--- config.mk ---
export PLATFORM = sky130hd
export DESIGN_NAME = rsw_ctrl
export DESIGN_NICKNAME = d
export VERILOG_FILES = /design/src/hw/rtl/rsw_pkg.sv /design/src/hw/rtl/rsw_ctrl.sv
export SDC_FILE = /design/constraint.sdc
export NUM_CORES = 1
export LEC_CHECK = 0
export ABC_CLOCK_PERIOD_IN_PS = 900
export BUFFER_PORTS_ARGS = -buffer_cell sky130_fd_sc_hd__buf_4
export CORE_AREA = 2 2 39 41
export DETAILED_ROUTE_END_ITERATION = 8
export DIE_AREA = 0 0 41 43
export PLACE_DENSITY = 0.33
export REMOVE_ABC_BUFFERS = 1
export SKIP_LAST_GASP = 1
export SLEW_MARGIN = 20
export SYNTH_ARGS = -nofsm -noshare
export SYNTH_HDL_FRONTEND = slang
export SYNTH_SLANG_ARGS = --single-unit
export TNS_END_PERCENT = 100
--- constraint.sdc ---
create_clock -name aclk -period 0.9 [get_ports aclk]
set_input_delay 0 -clock aclk [delete_from_list [all_inputs] [get_ports aclk]]
set_output_delay 0 -clock aclk [all_outputs]
set_load 0.01 [all_outputs]
--- src/hw/rtl/rsw_pkg.sv ---
// ============================================================================
// Region stopwatch table package
// Shared constants, field widths, entry layout and controller types.
// ============================================================================
package rsw_pkg;

    localparam int NUM_REGIONS = 64;
    localparam int ENTRIES     = NUM_REGIONS + 1;
    localparam int ADDR_W      = $clog2(ENTRIES);

    localparam int MODE_W  = 2;
    localparam int ID_W    = 16;
    localparam int TIME_W  = 64;
    localparam int COUNT_W = 32;

    // Stored entry: start time, total time, enter count and running flag.
    localparam int ENTRY_W = TIME_W + TIME_W + COUNT_W + 1;

    localparam int S_TDATA_W = 80;
    localparam int M_TDATA_W = 104;

    localparam logic [MODE_W-1:0] MODE_ENTER = 2'd0;
    localparam logic [MODE_W-1:0] MODE_LEAVE = 2'd1;
    localparam logic [MODE_W-1:0] MODE_READ  = 2'd2;

    localparam logic [ADDR_W-1:0] SPARE_INDEX = ADDR_W'(NUM_REGIONS);

    typedef enum logic [1:0] {
        ST_IDLE,
        ST_LOAD,
        ST_UPDATE
    } ctrl_state_t;

    typedef struct packed {
        logic capture;   // Accept an event and start the entry read.
        logic load;      // Read data is present; take the entry and the elapsed time.
        logic update;    // Write the entry back and load the result register.
    } ctrl_cmd_t;

    typedef struct packed {
        logic                 running;
        logic [COUNT_W-1:0]   count;
        logic [TIME_W-1:0]    total;
        logic [TIME_W-1:0]    start;
    } entry_t;

endpackage

--- src/hw/rtl/rsw_ctrl.sv ---
// ============================================================================
// Region stopwatch table controller
// Sequences each event through read, load and update, and owns the handshakes.
// ============================================================================
module rsw_ctrl
    import rsw_pkg::*;
(
    input  logic      aclk,
    input  logic      aresetn,
    input  logic      s_tvalid,
    output logic      s_tready,
    output logic      m_tvalid,
    input  logic      m_tready,
    output ctrl_cmd_t cmd
);

    ctrl_state_t state_reg, state_next;
    logic        out_valid_reg, out_valid_next;
    logic        out_free;

    assign out_free = !out_valid_reg || m_tready;

    always_comb begin
        state_next = state_reg;
        case (state_reg)
            ST_IDLE: begin
                if (s_tvalid) begin
                    state_next = ST_LOAD;
                end
            end
            ST_LOAD: begin
                state_next = ST_UPDATE;
            end
            ST_UPDATE: begin
                if (out_free) begin
                    state_next = ST_IDLE;
                end
            end
            default: begin
                state_next = ST_IDLE;
            end
        endcase
    end

    always_comb begin
        s_tready    = 1'b0;
        cmd.capture = 1'b0;
        cmd.load    = 1'b0;
        cmd.update  = 1'b0;
        case (state_reg)
            ST_IDLE: begin
                s_tready    = 1'b1;
                cmd.capture = s_tvalid;
            end
            ST_LOAD: begin
                cmd.load = 1'b1;
            end
            ST_UPDATE: begin
                cmd.update = out_free;
            end
            default: begin
                s_tready = 1'b0;
            end
        endcase
    end

    always_comb begin
        out_valid_next = out_valid_reg;
        if (cmd.update) begin
            out_valid_next = 1'b1;
        end else if (m_tready) begin
            out_valid_next = 1'b0;
        end
    end

    always_ff @(posedge aclk) begin
        if (!aresetn) begin
            state_reg     <= ST_IDLE;
            out_valid_reg <= 1'b0;
        end else begin
            state_reg     <= state_next;
            out_valid_reg <= out_valid_next;
        end
    end

    assign m_tvalid = out_valid_reg;

    a_accept_loads: assert property (@(posedge aclk) disable iff (!aresetn)
        (s_tvalid && s_tready) |=> cmd.load)
        else $error("accepted beat was not followed by the load step");

    a_update_shows_result: assert property (@(posedge aclk) disable iff (!aresetn)
        cmd.update |=> m_tvalid)
        else $error("update did not present a result");

    a_one_command: assert property (@(posedge aclk) disable iff (!aresetn)
        $onehot0({cmd.capture, cmd.load, cmd.update}))
        else $error("more than one datapath command at once");

    a_stall_holds_update: assert property (@(posedge aclk) disable iff (!aresetn)
        (state_reg == ST_UPDATE && m_tvalid && !m_tready) |=> (state_reg == ST_UPDATE))
        else $error("update left while the result register was still full");

endmodule

==> results of run 1 <==
[critical path: stages (launching register included)]
cell	delay (ns)
sky130_fd_sc_hd__dfxtp_4	0.35
sky130_fd_sc_hd__nor3b_2	0.20
sky130_fd_sc_hd__buf_4	0.15
[worst paths after layout]
check / start / endpoint / slack [ns]
worst max-delay path: state_reg[1]$_SDFFE_PN0P_ / cmd[2] / -0.03
worst min-delay path: m_tready / m_tvalid$_SDFFE_PN0P_ / 0.06
worst min register to register: m_tvalid$_SDFFE_PN0P_ / m_tvalid$_SDFFE_PN0P_ / 0.51
worst max register to register: state_reg[1]$_SDFFE_PN0P_ / state_reg[1]$_SDFFE_PN0P_ / 0.05
[Yosys cell counts]
cell                       count
sky130_fd_sc_hd__nor3b_2       1
sky130_fd_sc_hd__dfxtp_1       3
sky130_fd_sc_hd__o21a_1        1
sky130_fd_sc_hd__nor2b_1       1
sky130_fd_sc_hd__and2b_4       1
sky130_fd_sc_hd__nand2b_1      2
sky130_fd_sc_hd__and2_1        1
sky130_fd_sc_hd__a21boi_0      1
sky130_fd_sc_hd__nor2_1        1
sky130_fd_sc_hd__and4bb_1      1
sky130_fd_sc_hd__buf_4         1
[logic make-up after synthesis]
logic type | share of synthesized area
and+or+nand+nor | 0.436
AOI/OAI and AO/OA | 0.103
DFF | 0.410
buffers and inverters | 0.0513
[final cells by class]
cell class	count	area share
tap	16	0.0737
clock buffer	4	0.0968
timing repair buffer	9	0.272
multi-input combinational	10	0.318
sequential	3	0.240
[placed cells by master (no fill, tap or decap)]
cell type / count
sky130_fd_sc_hd__a21boi_0: 1
sky130_fd_sc_hd__and2_1: 1
sky130_fd_sc_hd__and2b_4: 1
sky130_fd_sc_hd__and4bb_1: 1
sky130_fd_sc_hd__buf_4: 7
sky130_fd_sc_hd__buf_6: 1
sky130_fd_sc_hd__clkbuf_1: 1
sky130_fd_sc_hd__clkbuf_4: 3
sky130_fd_sc_hd__dfxtp_1: 1
sky130_fd_sc_hd__dfxtp_2: 1
sky130_fd_sc_hd__dfxtp_4: 1
sky130_fd_sc_hd__dlygate4sd3_1: 1
sky130_fd_sc_hd__nand2b_1: 1
sky130_fd_sc_hd__nand2b_4: 1
sky130_fd_sc_hd__nor2_1: 1
sky130_fd_sc_hd__nor2b_1: 1
sky130_fd_sc_hd__nor3b_2: 1
sky130_fd_sc_hd__o21a_1: 1
[per-stage QoR]
| stage | utilization | hold slack, ns |
|---|---|---|
| floorplan | - | 0.117 |
| global placement | 0.158 | 0.230 |
| detailed placement | 0.158 | 0.230 |
| CTS | 0.196 | 0.0593 |
| global route | 0.196 | 0.0944 |
| finish | 0.196 | 0.0641 |
[routing by layer]
metal | global-route usage | wire (um)
met3 | 0.0157 | 44
met1 | 0.0609 | 143
met5 | 0 | 0
met2 | 0.0563 | 115
met4 | 0.0800 | 15
[power by group through the flow]
stage | clock, mW | combinational (mW) | sequential, mW
final | 0.235 | 0.0685 | 0.147
after global routing | 0.260 | 0.0748 | 0.148
after CTS | 0.249 | 0.0698 | 0.147
after detailed placement | 0 | 0.0612 | 0.149
after global placement | 0 | 0.0619 | 0.149
after floorplan | 0 | 0.0271 | 0.148
[timing repair]
item	in CTS	in global routing
endpoints found under the setup margin	3	3
gates resized for setup	5	0
cloned	0	0
hold endpoints to repair	2	0
hold buffers	1	0
==> flow_metrics.py, run 1 <==
metrics = {
    "cts": {
        "cts.root.buffer_cell": "sky130_fd_sc_hd__clkbuf_4",
        "clk_pin_slew_worst_paths_ns": 0.04,
        "cts.sinks": 3,
        "clock_insertion_delay_worst_skew_ns": 0.23,
        "max-clock-path-buffers": 2,
        "cts.repair_timing.setup_buffer_count": 0,
        "cts_buffers": 3,
        "htreeDepth": 1,
        "cts_tree": "yes",
    },
    "timing": {
        "min_period_ns": 0.934,
        "fin_setup_tns_ns": -0.0973,
        "upper_clock_frequency_limit_mhz": 1070,
        "period_share": 1.04,
        "slew-limit-headroom": 0.892,
        "setup_violations": 3,
        "finalHoldViolCount": 0,
        "postLayoutSetupSlackWorst_ns": -0.0340,
        "final_max_slew_viol_count": 0,
        "finClkSkew_ns": 0.00443,
        "worst-slew-pin-transition_ns": 0.162,
        "setup_repair_after_global_routing_missed_its_margin": "true",
    },
    "placement": {
        "placed_cell_area_um2": 219,
        "post-place-ws_ns": 0.0207,
        "post-dp-hpwl_um": 248,
        "numPortBuffers": 8,
        "gp_congestion": 0.678,
        "dp_cells": 37,
    },
    "logic_synthesis": {
        "syn-mean-instance-area_um2": 10.5,
        "synth_top_area_cell": "sky130_fd_sc_hd__dfxtp_1",
        "syn-cell-area_um2": 146,
        "netlist-cell-type-count": 11,
        "synthCells": 14,
        "synth.top_cells.by_area": "sky130_fd_sc_hd__dfxtp_1, sky130_fd_sc_hd__and4bb_1, sky130_fd_sc_hd__nand2b_1",
        "seq_area_frac_synth": 0.410,
        "synth_seq_cells": 3,
        "netlist.area_leader.share": 0.410,
        "ys.warnings.count": 0,
    },
    "detailed_routing": {
        "viasPerCell": 3.31,
        "drc": 0,
        "antenna_violating_nets_post_route": 0,
        "firstDrtPassIters": 1,
        "vias": 139,
        "route.final.wire_length_um": 319,
        "drtIter0Drc": 0,
        "drt-wirelength-per-cell_um": 7.60,
    },
    "job": {
        "max-cap-violations": 0,
    },
    "pwr": {
        "pwr_dens_nw_per_um2": 1660,
        "seqPwrFrac": 0.326,
        "max-vdd-ir-drop_mv": 0.453,
        "report.power.total_mw": 0.451,
        "power_frac_clock": 0.522,
        "p_sw_mw": 0.0993,
        "power_leakage_nw": 0.118,
        "switching_share_of_total_power": 0.220,
        "share_comb_of_total_power": 0.152,
        "internal-power_mw": 0.351,
    },
    "worst_hold_path": {
        "hold_class": "input port to register",
        "min_path_cells": 3,
    },
    "setup_path": {
        "worstPathRequired_ns": 0.90,
        "setup.worst_path.end_class": "primary output",
        "crit_path_max_fanout": 5,
        "setup.worst_path.class": "register to primary output",
        "worst_r2r_path_depth": 2,
        "timing.critical_path.from_type": "register",
        "worst-endpoint-arrival_ns": 0.93,
    },
    "layout": {
        "multi_input_area_um2": 86.3,
        "area_growth_pct": 85.5,
        "fraction_of_final_layout_cells_sized_beyond_drive_strength_1": 0.615,
        "antenna_diode_count": 0,
        "final-seq-area_um2": 65.1,
        "layout.cells.non_filler": 42,
        "nets": 31,
        "largest_register_ff_count": 2,
        "finish.instance_area_um2": 272,
        "filler_cell_count": 154,
    },
    "die": {
        "core_um2": 1380,
        "floorplan.initialDensity": 0.106,
        "die_height_um": 43,
        "total_die_area_um2": 1760,
        "die_w_um": 41,
        "design.portCount": 9,
        "floorplan.rows": 14,
    },
    "global_route": {
        "grt_first_pass_wirelength_um": 545,
        "antenna_violations_before_repair": 0,
        "grtUsageTotal": 0.0522,
        "globalRoute.totalOverflow": 0,
        "grt_start_max_net_pins": 6,
        "grt_pass1_vias": 147,
    },
    "status": {
        "failed_checks": "negative setup slack",
        "run_status": "finished with violations",
    },
}
Note: power is estimated with default switching activity, not from simulation.
==> inputs of run 2 (changes only) <==
--- a/config.mk
+++ b/config.mk
@@ -11,8 +11,8 @@
 export DETAILED_ROUTE_END_ITERATION = 8
 export DIE_AREA = 0 0 41 43
 export PLACE_DENSITY = 0.33
+export RECOVER_POWER = 50
 export REMOVE_ABC_BUFFERS = 1
-export SKIP_LAST_GASP = 1
 export SLEW_MARGIN = 20
 export SYNTH_ARGS = -nofsm -noshare
 export SYNTH_HDL_FRONTEND = slang
==> run 2 against run 1 <==
Compared with the run above: total power shrank 0.25%; first-iteration DRC count is the same; wire length grew 0.94%; setup slack is the same; the run still ends with negative setup slack left; fmax is the same; largest cell class unchanged.
==> flow_metrics.py, run 2 (same netlist as run 1, synthesis figures left out) <==
metrics = {
    "die": {
        "core_um2": 1380,
        "design.portCount": 9,
        "total_die_area_um2": 1760,
        "floorplan.rows": 14,
        "die_w_um": 41,
        "floorplan.initialDensity": 0.106,
        "die_height_um": 43,
    },
    "global_route": {
        "grt_start_max_net_pins": 6,
        "met2_usage": 0.0563,
        "groute.layer.met1.usage": 0.0609,
        "grt_pass1_vias": 147,
        "grt-busiest-layer": "met4",
        "global_route.usage.met3": 0.0157,
        "grt_first_pass_wirelength_um": 545,
        "grtUsageTotal": 0.0522,
        "globalRoute.totalOverflow": 0,
        "antenna_violations_before_repair": 0,
    },
    "placement": {
        "post-dp-hpwl_um": 248,
        "post-place-ws_ns": 0.0207,
        "numPortBuffers": 8,
        "placed_cell_area_um2": 219,
        "gp_congestion": 0.678,
    },
    "layout": {
        "fraction_of_final_layout_cells_sized_beyond_drive_strength_1": 0.577,
        "finish.instance_area_um2": 268,
        "area_growth_pct": 82.9,
        "utilization": 0.193,
        "antenna_diode_count": 0,
        "largest_register_ff_count": 2,
        "nets": 31,
        "final_cell_mix": "sky130_fd_sc_hd__buf_4, sky130_fd_sc_hd__clkbuf_4, sky130_fd_sc_hd__clkbuf_1",
        "mostFrequentLayoutCell": "sky130_fd_sc_hd__buf_4",
        "filler_cell_count": 154,
    },
    "timing": {
        "worst_hold_slack_ns": 0.0643,
        "period_share": 1.04,
        "setup_repair_after_global_routing_missed_its_margin": "true",
        "final_max_slew_viol_count": 0,
        "finClkSkew_ns": 0.00443,
        "postLayoutSetupSlackWorst_ns": -0.0340,
        "min_period_ns": 0.934,
        "slew-limit-headroom": 0.892,
        "upper_clock_frequency_limit_mhz": 1070,
        "worst-slew-pin-transition_ns": 0.162,
        "setup_violations": 3,
        "finalHoldViolCount": 0,
        "fin_setup_tns_ns": -0.0973,
    },
    "cts": {
        "htreeDepth": 1,
        "clock_insertion_delay_worst_skew_ns": 0.23,
        "cts.sinks": 3,
        "cts_tree": "yes",
        "cts_buffers": 3,
        "clk_pin_slew_worst_paths_ns": 0.04,
        "cts.repair_timing.setup_buffer_count": 0,
        "cts.root.buffer_cell": "sky130_fd_sc_hd__clkbuf_4",
        "max-clock-path-buffers": 2,
    },
    "setup_path": {
        "crit_path_max_fanout": 5,
        "worstPathRequired_ns": 0.90,
        "worst-endpoint-arrival_ns": 0.93,
        "critPathBufInv": 1,
        "setup.worst_path.end_class": "primary output",
        "timing.critical_path.from_type": "register",
        "timing.critical_path.slowest_stage_cell": "sky130_fd_sc_hd__dfxtp_4",
        "cp_cell_sequence": "nor3b_2 -> buf_4",
        "worstReg2RegStart": "state_reg[1]$_SDFFE_PN0P_",
        "setup.worst_path.class": "register to primary output",
        "cp_slowest_stage_delay_ns": 0.35,
        "critical-path-top-delay-family": "flip-flops",
        "worstSetupStartpoint": "state_reg[1]$_SDFFE_PN0P_",
    },
    "detailed_routing": {
        "vias": 139,
        "drtIter0Drc": 0,
        "viasPerCell": 3.31,
        "drc": 0,
        "drt-wirelength-per-cell_um": 7.67,
        "firstDrtPassIters": 1,
        "antenna_violating_nets_post_route": 0,
        "route.final.wire_length_um": 322,
    },
    "job": {
        "max-cap-violations": 0,
    },
    "pwr": {
        "power_leakage_nw": 0.113,
        "max-vdd-ir-drop_mv": 0.453,
        "pwr_dens_nw_per_um2": 1680,
    },
    "worst_hold_path": {
        "min-delay-start": "m_tready",
        "hold_class": "input port to register",
    },
    "status": {
        "run_status": "finished with violations",
        "failed_checks": "negative setup slack",
    },
}
==> run 2: cell types whose count changed in the layout (fill, tap and decap cells not counted), sizes merged <==
| cell | delta |
|---|---|
| buf | -1 |
| clkbuf | +1 |
==> run 2: stage by stage <==
step | power [mW] | std cells
after CTS | 0.465 | 42
after detailed placement | 0.210 | 37
after floorplan | 0.175 | 13
final | 0.449 | 42
after global placement | 0.210 | 37
after global routing | 0.481 | 42
==> run 2: final cells by class <==
class                           instances  area (um2)  share of cell area
Tap cell                               16        20.0              0.0748
Timing Repair Buffer                    9        70.1               0.262
Multi-Input combinational cell         10        86.3               0.322
Clock buffer                            4        26.3              0.0981
Sequential cell                         3        65.1               0.243
==> run 2: worst paths after layout <==
path / depth (start not counted) / slack, ns / to
min reg2reg: 2 / 0.51 / m_tvalid$_SDFFE_PN0P_
max reg2reg: 2 / 0.05 / state_reg[1]$_SDFFE_PN0P_
max: 2 / -0.03 / cmd[2]
min: 3 / 0.06 / m_tvalid$_SDFFE_PN0P_
==> run 2: repair_timing <==
item / in CTS / in global routing
resized for setup: 5 / 0
endpoints found under the setup margin: 3 / 3
hold endpoints to repair: 2 / 0
hold buffers: 1 / 0
==> run 2: report_power, final <==
part / switching [mW] / total, mW / internal [mW] / leakage, nW
Combinational: 0.0224 / 0.0674 / 0.0449 / 0.0729
Sequential: 0.00779 / 0.147 / 0.139 / 0.0256
Clock: 0.0691 / 0.235 / 0.166 / 0.0150
Total: 0.0993 / 0.449 / 0.350 / 0.113
==> run 2: tightest hold or removal path: stages <==
cell                       delay (ns)
sky130_fd_sc_hd__buf_4           0.08
sky130_fd_sc_hd__nand2b_1        0.09
sky130_fd_sc_hd__a21boi_0        0.07
==> run 2: per-layer routing <==
metal	part of all wire	vias to the layer above
met3	0.14	2
met1	0.45	58
li1	-	70
met4	0.047	0
met5	0	-
met2	0.36	9
==> inputs of run 3 (changes only) <==
--- a/config.mk
+++ b/config.mk
@@ -5,12 +5,12 @@
 export SDC_FILE = /design/constraint.sdc
 export NUM_CORES = 1
 export LEC_CHECK = 0
-export ABC_CLOCK_PERIOD_IN_PS = 900
+export ABC_CLOCK_PERIOD_IN_PS = 1200
 export BUFFER_PORTS_ARGS = -buffer_cell sky130_fd_sc_hd__buf_4
 export CORE_AREA = 2 2 39 41
 export DETAILED_ROUTE_END_ITERATION = 8
 export DIE_AREA = 0 0 41 43
-export PLACE_DENSITY = 0.33
+export PLACE_DENSITY = 0.32
 export RECOVER_POWER = 50
 export REMOVE_ABC_BUFFERS = 1
 export SLEW_MARGIN = 20
==> constraint.sdc (replaced) <==
create_clock -name aclk -period 1.2 [get_ports aclk]
set_input_delay 0 -clock aclk [delete_from_list [all_inputs] [get_ports aclk]]
set_output_delay 0 -clock aclk [all_outputs]
set_load 0.01 [all_outputs]
==> run 3 against run 2 <==
Compared with the run above: clock skew hardly changed; largest power group unchanged; via count shrank 5.8%; hold slack better by 0.0078 ns; non-clock buffer count is the same; register-to-register slack better by 0.27 ns; the run now ends clean; clock-buffer cell count did not move; setup slack better by 0.26 ns; core utilization is 1.8 points lower; die area did not move; sequential power fell by 25%; total power down 27%.
==> flow_metrics.py, run 3 (same netlist as run 1, synthesis figures left out) <==
metrics = {
    "cts": {
        "cts.repair_timing.setup_buffer_count": 0,
        "cts.root.buffer_cell": "sky130_fd_sc_hd__clkbuf_4",
        "cts.sinks": 3,
        "htreeDepth": 1,
        "cts_buffers": 3,
        "max-clock-path-buffers": 2,
        "clock_insertion_delay_worst_skew_ns": 0.23,
        "cts_tree": "yes",
        "clk_pin_slew_worst_paths_ns": 0.04,
    },
    "detailed_routing": {
        "firstDrtPassIters": 1,
        "route.final.wire_length_um": 341,
        "drc": 0,
        "drtIter0Drc": 0,
        "vias": 131,
        "antenna_violating_nets_post_route": 0,
        "viasPerCell": 3.12,
        "drt-wirelength-per-cell_um": 8.12,
    },
    "placement": {
        "post-place-ws_ns": 0.313,
        "post-dp-hpwl_um": 235,
        "gp_congestion": 0.636,
        "numPortBuffers": 8,
    },
    "timing": {
        "postLayoutSetupSlackWorst_ns": 0.221,
        "final_max_slew_viol_count": 0,
        "setup_violations": 0,
        "period_share": 0.816,
        "finalHoldViolCount": 0,
        "upper_clock_frequency_limit_mhz": 1020,
        "fin_setup_tns_ns": 0,
        "setup_repair_after_global_routing_missed_its_margin": "false",
        "worst-slew-pin-transition_ns": 0.221,
        "finClkSkew_ns": 0.00418,
        "min_period_ns": 0.979,
        "slew-limit-headroom": 0.852,
    },
    "status": {
        "run_status": "finished clean",
    },
    "die": {
        "core_um2": 1380,
        "total_die_area_um2": 1760,
        "floorplan.initialDensity": 0.106,
        "die_w_um": 41,
        "die_height_um": 43,
        "design.portCount": 9,
        "floorplan.rows": 14,
    },
    "layout": {
        "area_growth_pct": 65.8,
        "nets": 31,
        "mostFrequentLayoutCell": "sky130_fd_sc_hd__buf_4",
        "final_cell_mix": "sky130_fd_sc_hd__buf_4, sky130_fd_sc_hd__clkbuf_4, sky130_fd_sc_hd__clkbuf_1, sky130_fd_sc_hd__dfxtp_1, sky130_fd_sc_hd__nand2b_1",
        "final-seq-area_um2": 60.1,
        "antenna_diode_count": 0,
        "multi_input_area_um2": 73.8,
        "fraction_of_final_layout_cells_sized_beyond_drive_strength_1": 0.385,
        "largest_register_ff_count": 2,
        "filler_cell_count": 154,
    },
    "setup_path": {
        "critical-path-top-delay-family": "flip-flops",
        "timing.critical_path.slowest_stage_cell": "sky130_fd_sc_hd__dfxtp_1",
        "cp_slowest_stage_delay_ns": 0.34,
        "setup.worst_path.end_class": "primary output",
        "setup.worst_path.class": "register to primary output",
        "critPathBufInv": 1,
        "crit_path_max_fanout": 5,
        "cp_cell_sequence": "nor3b_1 -> buf_4",
        "worstPathRequired_ns": 1.20,
        "worst-endpoint-arrival_ns": 0.98,
        "timing.critical_path.from_type": "register",
    },
    "global_route": {
        "grtUsageTotal": 0.0512,
        "globalRoute.totalOverflow": 0,
        "antenna_violations_before_repair": 0,
        "grt_pass1_vias": 133,
        "grt_start_max_net_pins": 6,
        "grt_first_pass_wirelength_um": 545,
    },
    "pwr": {
        "max-vdd-ir-drop_mv": 0.544,
        "pwr_dens_nw_per_um2": 1350,
        "power_leakage_nw": 0.102,
    },
    "worst_hold_path": {
        "hold_class": "input port to register",
    },
    "job": {
        "max-cap-violations": 0,
    },
}
[run 3: stage by stage]
stage,power (mW),util,instances,hold WS [ns],area (um2)
final,0.327,0.175,42,0.0721,243
after detailed placement,0.158,0.158,37,0.223,219
after global routing,0.357,0.175,42,0.120,243
after floorplan,0.131,-,13,0.117,139
after global placement,0.157,0.158,37,0.226,219
after CTS,0.344,0.184,42,0.0648,255
[run 3: final cells by class]
| type | instances | share of cell area |
|---|---|---|
| clock buffer | 4 | 0.108 |
| multi-input combinational | 10 | 0.304 |
| sequential | 3 | 0.247 |
| tap | 16 | 0.0825 |
| timing repair buffer | 9 | 0.258 |
[run 3: timing repair]
action                                  in CTS  in global routing
hold endpoints to repair                     2                  0
hold buffers                                 1                  0
resized for setup                            0                  0
endpoints found under the setup margin       0                  0
[run 3: path summary, 6_finish.rpt]
kind                                                 from                         to  slack [ns]  depth (start not counted)
worst max register to register  state_reg[1]$_SDFFE_PN0P_  state_reg[1]$_SDFFE_PN0P_        0.32                          2
worst max-delay path            state_reg[1]$_SDFFE_PN0P_                     cmd[2]        0.22                          2
worst min-delay path                             m_tready      m_tvalid$_SDFFE_PN0P_        0.07                          3
worst min register to register      m_tvalid$_SDFFE_PN0P_      m_tvalid$_SDFFE_PN0P_        0.51                          2
[run 3: metal layers]
layer / vias up / GRT usage / share of wire
met1: 53 / 0.0611 / 0.53
met3: 0 / 0.0628 / 0.11
met4: 0 / 0.0200 / 0
li1: 71 / - / -
met5: - / 0 / 0
met2: 7 / 0.0531 / 0.35
[run 3: where the power goes]
part | leakage, nW | switching, mW | internal (mW)
clock | 0.0150 | 0.0488 | 0.124
sequential | 0.0246 | 0.00513 | 0.105
combinational | 0.0629 | 0.0165 | 0.0273
[run 3: worst register-to-register path: stages, from the launching register on]
cell	delay, ns
sky130_fd_sc_hd__dfxtp_1	0.39
sky130_fd_sc_hd__and2b_4	0.22
sky130_fd_sc_hd__o21a_1	0.17
